**src/hw/rtl/i2cms_pkg.sv**
```systemverilog
// i2cms_pkg: shared types and constants of the i2c master status sequencer
// used by i2cms_decode and i2c_master_status_sequencer; depends on nothing
package i2cms_pkg;

	// item kind carried on the input tuser
	typedef enum logic [1:0] {
		FN_LOAD   = 2'd0,
		FN_START  = 2'd1,
		FN_STATUS = 2'd2
	} func_t;

	// master phase reported with every result
	typedef enum logic [2:0] {
		PH_IDLE      = 3'd0,
		PH_STARTED   = 3'd1,
		PH_RESTARTED = 3'd2,
		PH_REPSTART  = 3'd3,
		PH_DATA_ACK  = 3'd4,
		PH_DATA_NACK = 3'd5
	} phase_t;

	// controller status codes
	localparam logic [7:0] ST_START       = 8'h08;
	localparam logic [7:0] ST_RESTART     = 8'h10;
	localparam logic [7:0] ST_SLA_W_ACK   = 8'h18;
	localparam logic [7:0] ST_SLA_W_NACK  = 8'h20;
	localparam logic [7:0] ST_DATA_W_ACK  = 8'h28;
	localparam logic [7:0] ST_DATA_W_NACK = 8'h30;
	localparam logic [7:0] ST_ARB_LOST    = 8'h38;
	localparam logic [7:0] ST_SLA_R_ACK   = 8'h40;
	localparam logic [7:0] ST_SLA_R_NACK  = 8'h48;
	localparam logic [7:0] ST_DATA_R_ACK  = 8'h50;
	localparam logic [7:0] ST_DATA_R_NACK = 8'h58;

	// set request bits
	localparam logic [2:0] SET_START = 3'b001;
	localparam logic [2:0] SET_STOP  = 3'b010;
	localparam logic [2:0] SET_ACK   = 3'b100;
	// clear request bits
	localparam logic [2:0] CLR_SI    = 3'b001;
	localparam logic [2:0] CLR_START = 3'b010;
	localparam logic [2:0] CLR_ACK   = 3'b100;

	// configuration register indexes
	localparam logic CFG_WRITE_LEN = 1'b0;
	localparam logic CFG_READ_LEN  = 1'b1;

	localparam int LEN_W = 5;
	localparam int RX_IDX_W = 4;
	localparam int STORE_MAX = 16;  // load index is 4 bits wide

	// one input item
	typedef struct packed {
		func_t      func;
		logic [3:0] buf_index;
		logic [7:0] buf_byte;
		logic [7:0] status_code;
		logic [7:0] rx_data;
	} item_t;

	// one result item
	typedef struct packed {
		logic                tx_valid;
		logic [7:0]          tx_byte;
		logic [2:0]          set_flags;
		logic [2:0]          clear_flags;
		logic                rx_valid;
		logic [RX_IDX_W-1:0] rx_index;
		logic [7:0]          rx_byte;
		phase_t              master_state;
		logic                end_flag;
	} result_t;

endpackage

```
**src/hw/rtl/i2cms_decode.sv**
```systemverilog
// i2cms_decode: status decode and next-state logic for one item
// depends on i2cms_pkg
module i2cms_decode #(
	parameter int BUF_DEPTH = 16,
	parameter int IDX_W = 5
) (
	input  i2cms_pkg::item_t   item,
	input  logic [i2cms_pkg::LEN_W-1:0] write_length,
	input  logic [i2cms_pkg::LEN_W-1:0] read_length,
	input  logic [IDX_W-1:0]   write_index,
	input  logic [IDX_W-1:0]   read_index,
	input  i2cms_pkg::phase_t  phase,
	input  logic               done_flag,
	input  logic [7:0]         tx_rd_byte,   // buffer entry at the send address
	output logic [IDX_W-1:0]   write_index_nx,
	output logic [IDX_W-1:0]   read_index_nx,
	output i2cms_pkg::phase_t  phase_nx,
	output logic               done_flag_nx,
	output i2cms_pkg::result_t result
);

	localparam int CMP_W = (IDX_W > i2cms_pkg::LEN_W) ? IDX_W : i2cms_pkg::LEN_W;
	localparam logic [IDX_W-1:0] DEPTH_V = IDX_W'(BUF_DEPTH);

	logic [IDX_W-1:0] send_idx;
	logic             send_ok;
	logic             send;
	logic             below_wlen;
	logic             rd_ok;
	logic             to_nack;

	// start status rewinds the write index before sending
	assign send_idx = (item.status_code == i2cms_pkg::ST_START) ? '0 : write_index;
	assign send_ok = send_idx < DEPTH_V;
	assign below_wlen = (CMP_W'(write_index) < CMP_W'(write_length)) &&
		(write_index < DEPTH_V);
	assign rd_ok = read_index < DEPTH_V;

	always_comb begin
		write_index_nx = write_index;
		read_index_nx = read_index;
		phase_nx = phase;
		done_flag_nx = done_flag;
		result = '0;
		send = 1'b0;
		to_nack = 1'b0;

		case (item.func)
			i2cms_pkg::FN_LOAD: begin
			end
			i2cms_pkg::FN_START: begin
				write_index_nx = '0;
				read_index_nx = '0;
				phase_nx = i2cms_pkg::PH_IDLE;
				done_flag_nx = 1'b0;
				result.set_flags = i2cms_pkg::SET_START;
			end
			i2cms_pkg::FN_STATUS: begin
				case (item.status_code)
					i2cms_pkg::ST_START: begin
						send = 1'b1;
						result.clear_flags = i2cms_pkg::CLR_SI | i2cms_pkg::CLR_START;
						phase_nx = i2cms_pkg::PH_STARTED;
					end
					i2cms_pkg::ST_RESTART: begin
						read_index_nx = '0;
						send = 1'b1;
						result.clear_flags = i2cms_pkg::CLR_SI | i2cms_pkg::CLR_START;
						phase_nx = i2cms_pkg::PH_RESTARTED;
					end
					i2cms_pkg::ST_SLA_W_ACK: begin
						if (phase == i2cms_pkg::PH_STARTED) begin
							send = 1'b1;
							phase_nx = i2cms_pkg::PH_DATA_ACK;
						end
						result.clear_flags = i2cms_pkg::CLR_SI;
					end
					i2cms_pkg::ST_DATA_W_ACK, i2cms_pkg::ST_DATA_W_NACK: begin
						if (below_wlen) begin
							send = 1'b1;
							phase_nx = i2cms_pkg::PH_DATA_ACK;
						end else if (read_length != '0) begin
							result.set_flags = i2cms_pkg::SET_START;
							phase_nx = i2cms_pkg::PH_REPSTART;
						end else begin
							to_nack = 1'b1;
						end
						result.clear_flags = i2cms_pkg::CLR_SI;
					end
					i2cms_pkg::ST_SLA_R_ACK: begin
						result.set_flags = i2cms_pkg::SET_ACK;
						result.clear_flags = i2cms_pkg::CLR_SI;
					end
					i2cms_pkg::ST_DATA_R_ACK: begin
						if (rd_ok) begin
							result.rx_valid = 1'b1;
							result.rx_index = i2cms_pkg::RX_IDX_W'(read_index);
							result.rx_byte = item.rx_data;
							read_index_nx = read_index + IDX_W'(1);
						end
						result.clear_flags = i2cms_pkg::CLR_ACK | i2cms_pkg::CLR_SI;
					end
					i2cms_pkg::ST_DATA_R_NACK: begin
						if (rd_ok) begin
							result.rx_valid = 1'b1;
							result.rx_index = i2cms_pkg::RX_IDX_W'(read_index);
							result.rx_byte = item.rx_data;
						end
						to_nack = 1'b1;
						result.clear_flags = i2cms_pkg::CLR_SI;
						done_flag_nx = 1'b1;
					end
					i2cms_pkg::ST_SLA_W_NACK, i2cms_pkg::ST_SLA_R_NACK: begin
						to_nack = 1'b1;
						result.clear_flags = i2cms_pkg::CLR_SI;
					end
					i2cms_pkg::ST_ARB_LOST: begin
						result.clear_flags = i2cms_pkg::CLR_SI;
					end
					default: begin
						result.clear_flags = i2cms_pkg::CLR_SI;
					end
				endcase

				// send: byte from the buffer, index saturates at the depth
				if (send) begin
					result.tx_valid = 1'b1;
					if (send_ok) begin
						result.tx_byte = tx_rd_byte;
						write_index_nx = send_idx + IDX_W'(1);
					end else begin
						write_index_nx = send_idx;
					end
				end

				// folded stop request
				if (to_nack) begin
					phase_nx = i2cms_pkg::PH_DATA_NACK;
					result.set_flags = result.set_flags | i2cms_pkg::SET_STOP;
					result.clear_flags = result.clear_flags | i2cms_pkg::CLR_SI;
				end
			end
			default: begin
			end
		endcase

		result.master_state = phase_nx;
		result.end_flag = done_flag_nx;
	end

endmodule

```
**src/hw/rtl/i2c_master_status_sequencer.sv**
```systemverilog
// i2c_master_status_sequencer: top level, item register, state, tx buffer, result register
// depends on i2cms_pkg and i2cms_decode
//
// Drives an I2C master controller through a write-then-read transfer. Each input item
// is one of: a load (tuser 0) that writes a byte into the transmit buffer, a start
// (tuser 1) that rewinds the indices, clears the phase and the end flag and asks for
// START, or a status event (tuser 2) that carries the controller status code and the
// data register. For every item exactly one result item comes out, telling software
// or a controller wrapper which byte to load, which START/STOP/ACK bits to set, which
// SI/START/ACK bits to clear, any received byte with its read position, the master
// phase and the end flag. An address NACK, the last read byte, or the end of the
// write with nothing to read also asks for STOP. The block takes one item per clock:
// an item is held in the input register, its decode is a short status case between
// that register and the result register, and the indices and phase are updated as the
// result register loads, so the next item already sees them. Only m_tready low stalls
// the flow, since a held result register also holds the input register and s_tready.
// The transmit buffer is a small register file read at the current write index;
// entries at or above 16 cannot be loaded, since the load index is four bits wide.
// The user must set write_length and read_length from the config port only while the
// block is idle; the block itself does not enforce this.
module i2c_master_status_sequencer #(
	parameter int BUF_DEPTH = 16
) (
	input  logic        clk,
	input  logic        arst_n,
	// config port
	input  logic        cfg_we,
	input  logic        cfg_index,
	input  logic [4:0]  cfg_data,
	// input items
	input  logic        s_tvalid,
	output logic        s_tready,
	input  logic [31:0] s_tdata,   // buf_index[3:0], buf_byte[11:4], status_code[19:12],
	                               // rx_data[27:20], zero[31:28]
	input  logic [1:0]  s_tuser,   // func
	// result items
	output logic        m_tvalid,
	input  logic        m_tready,
	output logic [31:0] m_tdata    // tx_valid[0], tx_byte[8:1], set_flags[11:9],
	                               // clear_flags[14:12], rx_valid[15], rx_index[19:16],
	                               // rx_byte[27:20], master_state[30:28], end_flag[31]
);

	localparam int IDX_W = $clog2(BUF_DEPTH + 1);
	localparam int STORE = (BUF_DEPTH < i2cms_pkg::STORE_MAX) ? BUF_DEPTH :
		i2cms_pkg::STORE_MAX;
	localparam int SEL_W = $clog2(STORE);
	localparam logic [IDX_W-1:0] STORE_V = IDX_W'(STORE);

	// input register
	logic               valid_s1;
	i2cms_pkg::item_t   item_s1;
	// result register
	logic               out_valid_q;
	i2cms_pkg::result_t result_q;
	// sequencer state
	logic [4:0]         write_length_q;
	logic [4:0]         read_length_q;
	logic [IDX_W-1:0]   write_index_q;
	logic [IDX_W-1:0]   read_index_q;
	i2cms_pkg::phase_t  phase_q;
	logic               done_flag_q;
	// transmit buffer
	logic [7:0]         tx_buffer_q [STORE];

	logic               advance;
	logic [IDX_W-1:0]   rd_addr;
	logic [7:0]         tx_rd_byte;
	logic [IDX_W-1:0]   write_index_nx;
	logic [IDX_W-1:0]   read_index_nx;
	i2cms_pkg::phase_t  phase_nx;
	logic               done_flag_nx;
	i2cms_pkg::result_t result_nx;
	logic               load_hit;

	// the input register moves on whenever the result register is free or drains
	assign advance = valid_s1 && (!out_valid_q || m_tready);
	assign s_tready = !valid_s1 || advance;

	always_ff @(posedge clk or negedge arst_n) begin
		if (!arst_n) begin
			valid_s1 <= 1'b0;
		end else if (s_tready) begin
			valid_s1 <= s_tvalid;
		end
	end

	always_ff @(posedge clk) begin
		if (s_tready && s_tvalid) begin
			item_s1.func <= i2cms_pkg::func_t'(s_tuser);
			item_s1.buf_index <= s_tdata[3:0];
			item_s1.buf_byte <= s_tdata[11:4];
			item_s1.status_code <= s_tdata[19:12];
			item_s1.rx_data <= s_tdata[27:20];
		end
	end

	// send address: start status reads entry zero, others the write index
	assign rd_addr = (item_s1.status_code == i2cms_pkg::ST_START) ? '0 : write_index_q;
	// entries the load port cannot reach read as zero
	assign tx_rd_byte = (rd_addr < STORE_V) ? tx_buffer_q[SEL_W'(rd_addr)] : 8'h00;

	// load into the buffer; an index past the depth is dropped
	assign load_hit = advance && (item_s1.func == i2cms_pkg::FN_LOAD) &&
		(5'(item_s1.buf_index) < 5'(STORE));

	always_ff @(posedge clk) begin
		if (load_hit) begin
			tx_buffer_q[SEL_W'(item_s1.buf_index)] <= item_s1.buf_byte;
		end
	end

	i2cms_decode #(
		.BUF_DEPTH (BUF_DEPTH),
		.IDX_W     (IDX_W)
	) u_decode (
		.item           (item_s1),
		.write_length   (write_length_q),
		.read_length    (read_length_q),
		.write_index    (write_index_q),
		.read_index     (read_index_q),
		.phase          (phase_q),
		.done_flag      (done_flag_q),
		.tx_rd_byte     (tx_rd_byte),
		.write_index_nx (write_index_nx),
		.read_index_nx  (read_index_nx),
		.phase_nx       (phase_nx),
		.done_flag_nx   (done_flag_nx),
		.result         (result_nx)
	);

	// config registers and sequencer state
	always_ff @(posedge clk or negedge arst_n) begin
		if (!arst_n) begin
			write_length_q <= 5'd2;
			read_length_q <= 5'd2;
			write_index_q <= '0;
			read_index_q <= '0;
			phase_q <= i2cms_pkg::PH_IDLE;
			done_flag_q <= 1'b0;
		end else begin
			if (cfg_we) begin
				case (cfg_index)
					i2cms_pkg::CFG_WRITE_LEN: write_length_q <= cfg_data;
					i2cms_pkg::CFG_READ_LEN: read_length_q <= cfg_data;
					default: begin
					end
				endcase
			end
			if (advance) begin
				write_index_q <= write_index_nx;
				read_index_q <= read_index_nx;
				phase_q <= phase_nx;
				done_flag_q <= done_flag_nx;
			end
		end
	end

	// result register
	always_ff @(posedge clk or negedge arst_n) begin
		if (!arst_n) begin
			out_valid_q <= 1'b0;
		end else if (advance) begin
			out_valid_q <= 1'b1;
		end else if (m_tready) begin
			out_valid_q <= 1'b0;
		end
	end

	always_ff @(posedge clk) begin
		if (advance) begin
			result_q <= result_nx;
		end
	end

	assign m_tvalid = out_valid_q;
	assign m_tdata = {result_q.end_flag, result_q.master_state, result_q.rx_byte,
		result_q.rx_index, result_q.rx_valid, result_q.clear_flags, result_q.set_flags,
		result_q.tx_byte, result_q.tx_valid};

endmodule

```
**config.mk**
```make
export PLATFORM = sky130hd
export DESIGN_NAME = i2c_master_status_sequencer
export DESIGN_NICKNAME = d
export VERILOG_FILES = /design/src/hw/rtl/i2cms_pkg.sv /design/src/hw/rtl/i2cms_decode.sv /design/src/hw/rtl/i2c_master_status_sequencer.sv
export SDC_FILE = /design/constraint.sdc
export NUM_CORES = 1
export LEC_CHECK = 0
export BUFFER_PORTS_ARGS = -buffer_cell sky130_fd_sc_hd__buf_2
export CAP_MARGIN = 20
export CORE_MARGIN = 2
export CORE_UTILIZATION = 40
export DETAILED_ROUTE_END_ITERATION = 10
export REMOVE_ABC_BUFFERS = 1
export SLEW_MARGIN = 20
export SYNTH_ARGS = -nofsm -noshare
export SYNTH_HDL_FRONTEND = slang
export SYNTH_SLANG_ARGS = --single-unit
```
**constraint.sdc**
```tcl
create_clock -name clk -period 4.1 [get_ports clk]
set_clock_uncertainty 0.1 [all_clocks]
set_input_delay 0 -clock clk [delete_from_list [all_inputs] [get_ports clk]]
set_output_delay 0 -clock clk [all_outputs]
set_load 0.01 [all_outputs]
```
### Word-level counts from Yosys, hierarchy flattened

Memory sizes are Yosys's and may differ from the RTL's.
Cells that the tools add are included.

* flip-flop bits (word level): 88
* memories: 1
* input port bits: 45
* memory bits (writable): 128
* logic and storage cells: 105
* bits in read-only memories: 0
* bits in latches: 0

Memory list
* tx_buffer_q: words 16, bits a word 8, rd ports 1, clocked after Yosys merged registers in 0, write ports 1, RTL line i2c_master_status_sequencer.sv:64 `logic [7:0] tx_buffer_q [STORE];`

* shift operators: 0
* eq/ne operators: 16
* divide/modulo/power cells: 0
* add/sub/neg operators: 2
* multiply operators: 0
* order comparisons: 4
* mux-type cells: 36
* reductions and logical operators: 23
* bitwise logic cells: 1

Operators by type and width (number)
* $eq A8 B7 Y1 const B: 4
* $pmux W5 S2: 3
* $mux W5: 5
* $eq A8 B6 Y1 const B: 3
* $pmux W3 S2: 4
* $eq A8 B5 Y1 const B: 2
* $lt A5 B5 Y1 const B: 3
* $mux W3: 5
* $mux W13: 1
* $mux W1: 12
* $pmux W3 S4: 1
* $add A5 B1 Y5 const B: 2
* $mux W9: 1
* $reduce_and A3 Y1: 3
* $eq A8 B4 Y1 const B: 1
* $mux W8: 1
* $reduce_and A2 Y1: 3
* $reduce_or A2 Y1: 3
* $lt A5 B5 Y1: 1
* $reduce_bool A5 Y1: 1
* $logic_and A1 B1 Y1: 4
* $pmux W1 S2: 2
* $reduce_and A4 Y1: 1
* $reduce_bool A2 Y1: 2
* 12 further kinds: 14

### Logic depth before layout (Yosys ltp)

* word-level depth: 7
* depth in mapped cells: 10
* gate-level depth less buffers: 8

### By module

A second synthesis with hierarchy kept.

* cells, all modules: 651
* area total of the unflattened synthesis: 9302.7 um^2

Modules (own cells, without submodules)
* i2c_master_status_sequencer: area each 8204.1 um^2, cells an instance 490, sequential area each 6358.6 um^2, times used 1
* i2cms_decode: area each 1098.6 um^2, cells an instance 161, sequential area each 0.0 um^2, times used 1

### Worst setup path after synthesis

OpenSTA, ideal clock, no wires.

* kind: register to register
* start point: register out_valid_q, in the netlist m_tvalid
* end point: memory tx_buffer_q[0][0] (enable)
* library setup time: 383 ps
* arrival time: 2881 ps
* cell stages (with the launch flop): 7
* clock period less this slack: 3365 ps
* slack: 735 ps
* path through: dfrtp_1 -> nand2b_1 -> and2_1 -> clkbuf_1 -> nand2_1 -> or3_1 -> nor3_1

* cells in the longest elaborated chain, start to end: 6

Ends and longest elaborated chain
* start: declaration: RTL line i2c_master_status_sequencer.sv:54 `logic out_valid_q;`
* start signal: assignment: RTL line i2c_master_status_sequencer.sv:162 `out_valid_q <= 1'b0;`
* start signal: assignment: RTL line i2c_master_status_sequencer.sv:164 `out_valid_q <= 1'b1;`
* start signal: assignment: RTL line i2c_master_status_sequencer.sv:166 `out_valid_q <= 1'b0;`
* $logic_not A1 Y1: RTL line i2c_master_status_sequencer.sv:77 `assign advance = valid_s1 && (!out_valid_q || m_tready);`
* $logic_or A1 B1 Y1: RTL line i2c_master_status_sequencer.sv:77
* $logic_and A1 B1 Y1: RTL line i2c_master_status_sequencer.sv:77
* net advance: RTL line i2c_master_status_sequencer.sv:66 `logic advance;`
* $logic_and A1 B1 Y1: RTL line i2c_master_status_sequencer.sv:104 `assign load_hit = advance && (item_s1.func == i2cms_pkg::FN_LOAD) &&`
* $mux W1: RTL line i2c_master_status_sequencer.sv:108 `if (load_hit) begin`
* $mux W1 (implied by the code): RTL line i2c_master_status_sequencer.sv:109 `tx_buffer_q[SEL_W'(item_s1.buf_index)] <= item_s1.buf_byte;`
* end: declaration: RTL line i2c_master_status_sequencer.sv:64

The timed path passes the listed nets, and every way through them passes these cells.

### Final worst setup path

* start point: register item_s1[13] (netlist bit)
* end point: register result_q (netlist bit m_tdata[7]), data pin

* cells in the longest elaborated chain, start to end: 5
* elaborated cells between the ends (all ways): 13
* classes of those cells: 1 x order compare; 5 x eq/ne; 3 x mux; 3 x reduce/logical; 1 x memory

Ends and longest elaborated chain
* start: declaration: RTL line i2c_master_status_sequencer.sv:52 `i2cms_pkg::item_t item_s1;`
* branches (longest 5 deep; another with $lt A5 B5 Y1)
* end signal: assignment: RTL line i2c_master_status_sequencer.sv:172 `result_q <= result_nx;`
* end: declaration: RTL line i2c_master_status_sequencer.sv:55 `i2cms_pkg::result_t result_q;`

Parallel ways; which one is timed is not known. The select of a mux whose other input is x is not followed.
A chain may end at the register's enable or synchronous reset.

==> out/results.tsv <==
metric	value	unit
status	completed	
cp-start-kind	register	
fillCellCount	1865	
grt_pass1_wl	30000	um
clk-insertion-delay-late	500	ps
finalPower	4.95	mW
ys_warn_count	0	
final_util	50.2	%
synth_top_area_share	63.7	%
finalWeightedCongestion	0.792	
cts_tree	built	
cp_data_required_time	4250	ps
place_inst	907	
synth-seq-area-share	71.0	%
p_clk_share	44.4	%
pre_cts_ws	1190	ps
max_freq	340	MHz
clock_path_buffers	3	
ir_drop	0.257	mV
swShare	20.7	%
p_seq_share	51.0	%
vias	5299	
via_per_inst	5.30	
areaGrowthSynthToFinish	22.7	%
rsz0062_at_grt	false	
tightest_slew	969	ps
drv_cap	0	
grt_overflow	0	
cts_buffers	23	
rr_worst_depth	6	
core_area	0.0219	mm^2
slowest_delay	580	ps
wire_per_inst	19.0	um
hp-class	primary input to register	
critPathLaunch	item_s1[13]	
syn-mean-instance-area	15.7	um^2
hpwl	11900	um
ctsHtreeMaxLevel	1	
grt_pass1_vias	5432	
relSlewSlack	35.1	%
start_util	40.9	%
worstHoldEndpoint	item_s1[4]	
synthArstFlopShare	12.0	%
die_y	154	um
crit_family	simple AND/OR/NAND/NOR gates	
drt_iter0_markers	476	
routed_wl	19000	um
synth.area.top_cells	edfxtp_1, dfrtp_1, mux4_2	
stdcell_area	0.0110	mm^2
crit_slowest_cell	edfxtp_1	
regToRegEndpoint	m_tdata[7]	
crit_fanout	18	
p_int	3.93	mW
drc	0	
antenna_cells	0	
synth_seq_cells	216	
cts.sinks	216	
hold_violations	0	
cp-end-kind	register	
setup_slack	1160	ps
p_sw	1.03	mW
cp_cell_sequence	nor4_1, nand2_1, a311o_1, a22o_1, a32oi_1, nor2_1	
ioPinCount	79	
cp.arrival	3090	ps
layout_commonest_cell	edfxtp_1	
yosysTopAreaCell	edfxtp_1	
drive_gt1_share	24.7	%
fp.dieArea	0.0236	mm^2
setup_viol	0	
dr.pass1.iters	5	
layout.nets	758	
reg2reg_slack	1160	ps
power_frac_comb	4.6	%
antenna_found_initial	0	
synth_edf_count	190	
fin_setup_tns	0	ps
hold_slack	104	ps
instances_no_fill	1000	
syn_area	0.00895	mm^2
whs_path_depth	2	
place_area	0.00964	mm^2
min-delay-start	s_tdata[24]	
clockRootBuffer	clkbuf_16	
regToRegStartpoint	item_s1[13]	
rows	54	
path_class	register to register	
post-route-min-period	2940	ps
powerDensity	451	mW/mm^2
yosys.cell_types.count	54	
p_leak	3.86	nW
die_w	154	um
fin_crit_sh	71.7	%
clk_pin_slew_worst_paths	60	ps
antenna_left	0	
maxSlewViolCount	0	
cts_resized	0	
grt.total_usage	16.1	%
grt_max_degree	46	
crit_buf_inv	0	
final_cell_mix	edfxtp_1, buf_2, dlygate4sd3_1	
port_buffers	74	
ys.flop_type	edfxtp_1	
netlist_instances	569	
==> cells in the mapped netlist, types with 3 or more instances <==
library cell  number
edfxtp_1         190
nor2_1            48
nand2_1           35
dfrtp_1           24
mux4_2            23
a21oi_1           19
and2_1            19
mux2_2            17
clkbuf_1          14
nand2b_1          14
nor2b_1           14
o21ai_0           13
a31oi_1           12
mux2i_1           12
nor3_1            11
inv_1             10
ha_1               9
a22o_1             8
buf_2              7
o211ai_1           7
buf_1              5
nand3_1            4
nand3b_1           4
nand4_1            4
or4_1              4
a221o_1            3
a311o_1            3
and3_1             3
xor2_1             3
==> power by group through the flow <==
stage               Clock [mW]  Combinational, mW  Sequential, mW
finish                    2.20              0.226            2.53
global route              2.33              0.250            2.54
detailed placement           0              0.185            2.58
global placement             0              0.179            2.57
CTS                       2.25              0.229            2.53
floorplan                    0             0.0909            2.57
==> cells by family after synthesis <==
family	Yosys count	share of synthesized area [%]
flip-flops	216	71.0
multiplexers	52	9.27
adder cells (fa/ha/maj)	9	1.26
AO/OA/AOI/OAI	80	6.49
AND/OR/NAND/NOR	171	9.84
buffers and inverters	38	1.82
XOR/XNOR	3	0.294
==> worst max path at each step <==
stage / to / slack, ps / cells past startpoint
after global routing: m_tdata[7] / 1030 / 6
after floorplan: tx_buffer_q[0][0] / 990 / 5
after CTS: m_tdata[7] / 1190 / 6
final: m_tdata[7] / 1160 / 6
after global placement: m_tdata[7] / 1210 / 6
after detailed placement: m_tdata[7] / 1190 / 6
==> worst reg2reg max path, stage by stage (launching register included) <==
cell      delay (ps)
edfxtp_1         580
nor4_1           450
nand2_1          510
a311o_1          510
a22o_1           210
a32oi_1          270
nor2_1            70
==> state kept, by name, summed over array words and instances, names as in the netlist <==
signal and count:
write_index_q 5, phase_q 3, done_flag_q 1, m_tvalid 1
tx_buffer_q 128, write_length_q 5, valid_s1 1, m_tdata 32
item_s1 30, read_index_q 5, read_length_q 5
==> what timing repair did <==
action | CTS | global route
hold buffers | 52 | 0
hold endpoints to repair | 68 | 0
setup buffers | 0 | 0
==> final cells by class <==
type,instances,area (um^2),area share (%)
sequential,216,6360,57.9
multi-input combinational,315,2430,22.1
timing repair buffer,138,991,9.03
clock buffer,24,579,5.28
tap,280,350,3.19
clock inverter,17,230,2.10
inverter,10,37.5,0.342
==> routing by layer <==
layer  share of wire, %  track usage (%)  vias to the layer above  wire (um)
met5                  0                0                        -          0
met4                2.4             5.07                        0        451
met3                5.4             2.23                       35       1030
met2                 49             26.5                      160       9240
met1                 43             22.3                     2645       8230
li1                   -                -                     2459          -
Note: power is estimated with default switching activity, not from simulation.
